===== src/design/cat_pkg.sv =====
// shared types, codes and limits for the cron alarm table
// no dependencies; used by cat_match and cron_alarm_table
package cat_pkg;

    localparam int MAX_ENTRIES = 32;
    localparam int TAG_BITS    = 16;
    localparam int ID_BITS     = 16;

    localparam int MINUTE_LIMIT  = 59;
    localparam int HOUR_LIMIT    = 23;
    localparam int DAY_LIMIT     = 31;
    localparam int MONTH_LIMIT   = 12;
    localparam int WEEKDAY_LIMIT = 6;

    // widths of the packed calendar fields and the index spans they reach
    localparam int MIN_IDX_W  = 6;
    localparam int HOUR_IDX_W = 5;
    localparam int DAY_IDX_W  = 5;
    localparam int MON_IDX_W  = 4;
    localparam int WDAY_IDX_W = 3;

    typedef logic [1:0] cmd_t;
    localparam cmd_t CMD_ADD    = 2'd0;
    localparam cmd_t CMD_REMOVE = 2'd1;
    localparam cmd_t CMD_TICK   = 2'd2;

    typedef logic [1:0] status_t;
    localparam status_t STAT_OK        = 2'd0;
    localparam status_t STAT_DUPLICATE = 2'd1;
    localparam status_t STAT_FULL      = 2'd2;
    localparam status_t STAT_NOT_FOUND = 2'd3;

    typedef struct packed {
        logic                     weekday_wild;
        logic                     day_wild;
        logic [WEEKDAY_LIMIT:0]   weekday;
        logic [MONTH_LIMIT:0]     month;
        logic [DAY_LIMIT:0]       day;
        logic [HOUR_LIMIT:0]      hour;
        logic [MINUTE_LIMIT:0]    minute;
    } sched_t;

    typedef struct packed {
        logic [WDAY_IDX_W-1:0]    weekday;
        logic [MON_IDX_W-1:0]     month;
        logic [DAY_IDX_W-1:0]     day;
        logic [HOUR_IDX_W-1:0]    hour;
        logic [MIN_IDX_W-1:0]     minute;
    } cal_time_t;

endpackage


===== src/design/cat_match.sv =====
// schedule test of one table entry against a calendar minute
// depends on cat_pkg for the entry and time layouts
module cat_match
(
    input  cat_pkg::sched_t    sched,
    input  cat_pkg::cal_time_t cal,
    output logic               hit
);

    // masks widened so every index code lands on a real bit; the extra bits are zero
    logic [2**cat_pkg::MIN_IDX_W-1:0]  min_ext;
    logic [2**cat_pkg::HOUR_IDX_W-1:0] hour_ext;
    logic [2**cat_pkg::DAY_IDX_W-1:0]  day_ext;
    logic [2**cat_pkg::MON_IDX_W-1:0]  mon_ext;
    logic [2**cat_pkg::WDAY_IDX_W-1:0] wday_ext;
    logic dom_ok;
    logic dow_ok;
    logic day_ok;

    always_comb
    begin
        min_ext  = (2**cat_pkg::MIN_IDX_W)'(sched.minute);
        hour_ext = (2**cat_pkg::HOUR_IDX_W)'(sched.hour);
        day_ext  = (2**cat_pkg::DAY_IDX_W)'(sched.day);
        mon_ext  = (2**cat_pkg::MON_IDX_W)'(sched.month);
        wday_ext = (2**cat_pkg::WDAY_IDX_W)'(sched.weekday);

        dom_ok = day_ext[cal.day];
        dow_ok = wday_ext[cal.weekday];
        // both fields restricted: either one may match
        if (!sched.day_wild && !sched.weekday_wild)
        begin
            day_ok = dom_ok | dow_ok;
        end
        else
        begin
            day_ok = dom_ok & dow_ok;
        end

        hit = mon_ext[cal.month] & day_ok & hour_ext[cal.hour] & min_ext[cal.minute];
    end

endmodule


===== config.mk =====
export PLATFORM = sky130hd
export DESIGN_NAME = cat_match
export DESIGN_NICKNAME = d
export VERILOG_FILES = /design/src/design/cat_pkg.sv /design/src/design/cat_match.sv
export SDC_FILE = /design/constraint.sdc
export NUM_CORES = 1
export LEC_CHECK = 0
export CORE_MARGIN = 2
export CORE_UTILIZATION = 30
export DETAILED_ROUTE_END_ITERATION = 12
export DONT_BUFFER_PORTS = 1
export PLACE_DENSITY_LB_ADDON = 0.1
export SYNTH_ARGS = -nofsm -noshare
export SYNTH_HDL_FRONTEND = slang
export SYNTH_SLANG_ARGS = --single-unit

===== constraint.sdc =====
create_clock -name vclk -period 1.5
set_input_delay 0.075 -clock vclk [all_inputs]
set_output_delay 0.075 -clock vclk [all_outputs]
set_load 0.005 [all_outputs]

## Yosys cells after proc, flatten, opt, wreduce, memory -nomap -nowiden

Index checks and enable logic that the tools add are counted.

- $lt $le $gt $ge: 5
- Mux-type cells: 11
- Bitwise gates (word level): 5
- Reduce and logical (&&, ||, !) cells: 3

Operator list:

| operator | number |
|---|---|
| $lt A5 B6 Y1 const B | 2 |
| $bmux W1 S5 | 2 |
| $lt A6 B7 Y1 const B | 1 |
| $bmux W1 S6 | 1 |
| $mux W1 | 6 |
| $lt A4 B5 Y1 const B | 1 |
| $and A1 B1 Y1 | 4 |
| $bmux W1 S4 | 1 |
| $lt A3 B4 Y1 const B | 1 |
| $bmux W1 S3 | 1 |
| $logic_not A1 Y1 | 2 |
| $logic_and A1 B1 Y1 | 1 |
| $or A1 B1 Y1 | 1 |

- Bits in registers: 0

## Logic depth before layout (Yosys ltp)

- Depth in word-level cells: 7
- Mapped depth: 8
- Depth with buffers taken out: 6

## Worst setup path after synthesis

OpenSTA, ideal clock, no wires.

- Kind: input to output
- From: in cal[0] (netlist name)
- To: out hit
- Data arrival time: 1.600 ns
- Path slack: -0.175 ns
- Cell stages on the path: 6
- Path buffers: 1
- Cells stage by stage: buf_6 > mux4_1 > mux4_2 > mux2_2 > o2bb2ai_1 > nor4_1

- Word-level cells in the longest chain between the ends: 3

RTL lines:

| item | line | source |
|---|---|---|
| from (decl) | cat_match.sv:6 | `input cat_pkg::cal_time_t cal,` |
| $bmux W1 S6 | cat_match.sv:40 | `hit = mon_ext[cal.month] & day_ok & hour_ext[cal.hour] & min_ext[cal.minute];` |
| $mux W1 (not written as such) | cat_match.sv:40 |  |
| $and A1 B1 Y1 | cat_match.sv:40 |  |
| to (decl) | cat_match.sv:7 | `output logic hit` |

Every way passes these cells. The select of a mux whose other input is x is not followed.

## Worst setup path after layout

Same ends and word-level chain as after synthesis.

==> results.py <==
metrics = {
    "status": {
        "outcome": "finished with violations",
        "violations": "setup timing",
    },
    "drt": {
        "drc_errors": 0,
        "vias_per_cell": 6.90,
        "wl_mm": 3.49,
        "via_count": 993,
        "drt_iter0_drc": 33,
        "wl_per_cell_um": 24.2,
        "drtAntennaViolNets": 0,
        "first_pass_iters": 2,
    },
    "cells_and_area": {
        "nFlopsAndLatches": 0,
        "post_route_cells_drive_above_1_share_pct": 38.3,
        "nClkBuffers": 0,
        "diodes": 0,
        "layout.cells.non_filler": 144,
        "layout-area-overhead-vs-synth_pct": 0.719,
        "regArea_sq_um": 0,
        "nNetsFinal": 257,
    },
    "timing": {
        "hold_viol": 0,
        "tightestPinTransition_ns": 0.378,
        "max_freq_ghz": 0.628,
        "slew_headroom_pct": 74.1,
        "setup_violations": 1,
        "fin_ws_ns": -0.0929,
        "grt_setup_unrepaired": "yes",
        "min_period_over_period_pct": 106,
        "final.min_clock_period_ns": 1.59,
        "finalMaxSlewViolations": 0,
    },
    "worst_hold_path": {
        "hold_class": "in2out",
        "holdPathStages": 3,
    },
    "pwr": {
        "powerDensity_nw_per_um2": 223,
        "ir_worst_vdd_uv": 78.0,
        "totalPowerFinal_uw": 274,
        "leakagePower_uw": 0.000383,
    },
    "setup_path": {
        "critPathKind": "in2out",
        "critPathRequiredTime_ns": 1.42,
        "critPathArrivalTime_ns": 1.52,
        "cp-start-kind": "input port",
        "cp-end-kind": "output port",
        "critPathMaxFanout": 16,
    },
    "floorplan": {
        "die_h_um": 67.7,
        "dieArea_sq_um": 4590,
        "placeableCoreArea_sq_um": 3940,
        "rows": 23,
        "num_io_pins": 162,
        "start_util_pct": 30.9,
        "die_w_um": 67.7,
    },
    "synthesis": {
        "avgSynthCellArea_sq_um": 11.5,
        "yosysWarnings": 0,
        "synth_area_sq_um": 1220,
        "synthCells": 106,
        "ys_seq_area_share_pct": 0,
        "syn-num-nets": 267,
        "netlist-cell-type-count": 31,
    },
    "cts": {
        "cts_setup_buffers": 0,
        "hold_buffers": 0,
    },
    "global_route": {
        "grt_first_pass_wirelength_mm": 4.49,
        "grt_use_met1_pct": 13.3,
        "grt_max_degree": 19,
        "top_usage_layer": "met2",
        "gr-total-overflow": 0,
        "antenna_found_initial": 0,
        "grt_usage_pct": 12.6,
        "grt_pass1_vias": 1039,
        "grtUsageMet2_pct": 24.5,
        "met3_usage_pct": 5.00,
    },
    "place": {
        "gp_congestion": 0.750,
        "dpl.cell_count": 144,
        "portBuffers": 0,
        "hpwl_mm": 3.21,
    },
    "job": {
        "max_cap_viol_count": 0,
    },
}
## cell usage after synthesis
master / number / share of area [%]
mux4_2: 25 / 46
mux2i_1: 14 / 11
nand3_1: 6 / 2.5
buf_2: 5 / 2.1
mux4_1: 5 / 11
nand2_1: 4 / 1.2
nand3b_1: 4 / 2.5
nor2_1: 4 / 1.2
clkbuf_1: 3 / 0.92
mux2_2: 3 / 2.8
nor2b_1: 3 / 1.5
o21ai_0: 3 / 1.2
a2111oi_0: 2 / 1.4
a211oi_1: 2 / 1.2
a21oi_1: 2 / 0.82
buf_1: 2 / 0.62
nor3b_1: 2 / 1.2
nor4_1: 2 / 1.0
nor4b_1: 2 / 1.4
o221ai_1: 2 / 1.4
a22oi_1: 1 / 0.62
and2_1: 1 / 0.51
buf_4: 1 / 0.62
buf_6: 1 / 0.92
inv_1: 1 / 0.31
nand2b_1: 1 / 0.51
nor3_1: 1 / 0.41
o21a_1: 1 / 0.62
o22ai_1: 1 / 0.51
o2bb2ai_1: 1 / 0.72
o31ai_1: 1 / 0.62
## timing repair
action | 4_1_cts | 5_1_grt
hold endpoints to repair | 0 | 0
pin swaps | 5 | 3
setup endpoints to repair | 1 | 1
resized for setup | 4 | 2
## path summary, 6_finish.rpt
| check | startpoint | end | slack [ns] |
|---|---|---|---|
| setup / recovery | cal[0] | hit | -0.09 |
| hold / removal | cal[5] | hit | 0.45 |
## cell type report
cell class                 count  area [sq um]
multi-input combinational     93          1160
fill                         404          2720
inverter                       1          3.75
tap                           50          62.6
## routing by layer
| layer | vias to the layer above | part of all wire [%] |
|---|---|---|
| li1 | 440 | - |
| met1 | 465 | 32 |
| met2 | 86 | 52 |
| met3 | 2 | 15 |
| met4 | 0 | 0.34 |
| met5 | - | 0 |
## where the power goes
| group | switching [uW] | leakage [uW] | total [uW] | internal, uW |
|---|---|---|---|---|
| Sequential | 0 | 0 | 0 | 0 |
| Combinational | 70.3 | 0.000383 | 274 | 203 |
| Clock | 0 | 0 | 0 | 0 |
## layout by cell type (no fill, tap or decap), drive strengths merged
| master | count |
|---|---|
| nor2 | 4 |
| o21ai | 3 |
| nor4 | 2 |
| mux2 | 3 |
| nand3b | 4 |
| a2111oi | 2 |
| nand3 | 6 |
| nand2 | 4 |
| o22ai | 1 |
| mux2i | 14 |
| a211oi | 2 |
| o31ai | 1 |
| nand2b | 1 |
| inv | 1 |
| o21a | 1 |
| nor3 | 1 |
| a21oi | 2 |
| o2bb2ai | 1 |
| o221ai | 2 |
| a22oi | 1 |
| nor2b | 3 |
| nor3b | 2 |
| nor4b | 2 |
| mux4 | 30 |
| and2 | 1 |
## critical path: stages
cell and delay (ns):
mux4_2 0.47, mux4_2 0.49, mux2_4 0.28, o2bb2ai_2 0.13, nor4_2 0.07
## through the flow
stage | instance area [sq um] | worst slack, ns | setup TNS, ns | util (%) | hold WS (ns)
global route | 1230 | -0.120 | -0.120 | 31.1 | 0.470
floorplan | 1220 | -0.135 | -0.135 | - | 0.368
detailed placement | 1210 | -0.147 | -0.147 | 30.6 | 0.427
CTS | 1230 | -0.102 | -0.102 | 31.2 | 0.455
global placement | 1210 | -0.124 | -0.124 | 30.6 | 0.419
finish | 1230 | -0.0929 | -0.0929 | 31.1 | 0.449
## cells by family after synthesis
family                 synth area share, %
multiplexers                          71.3
AND/OR/NAND/NOR                       14.1
AO/OA/AOI/OAI                         9.24
buffers and inverters                 5.44
Note: power is estimated with default switching activity, not from simulation.
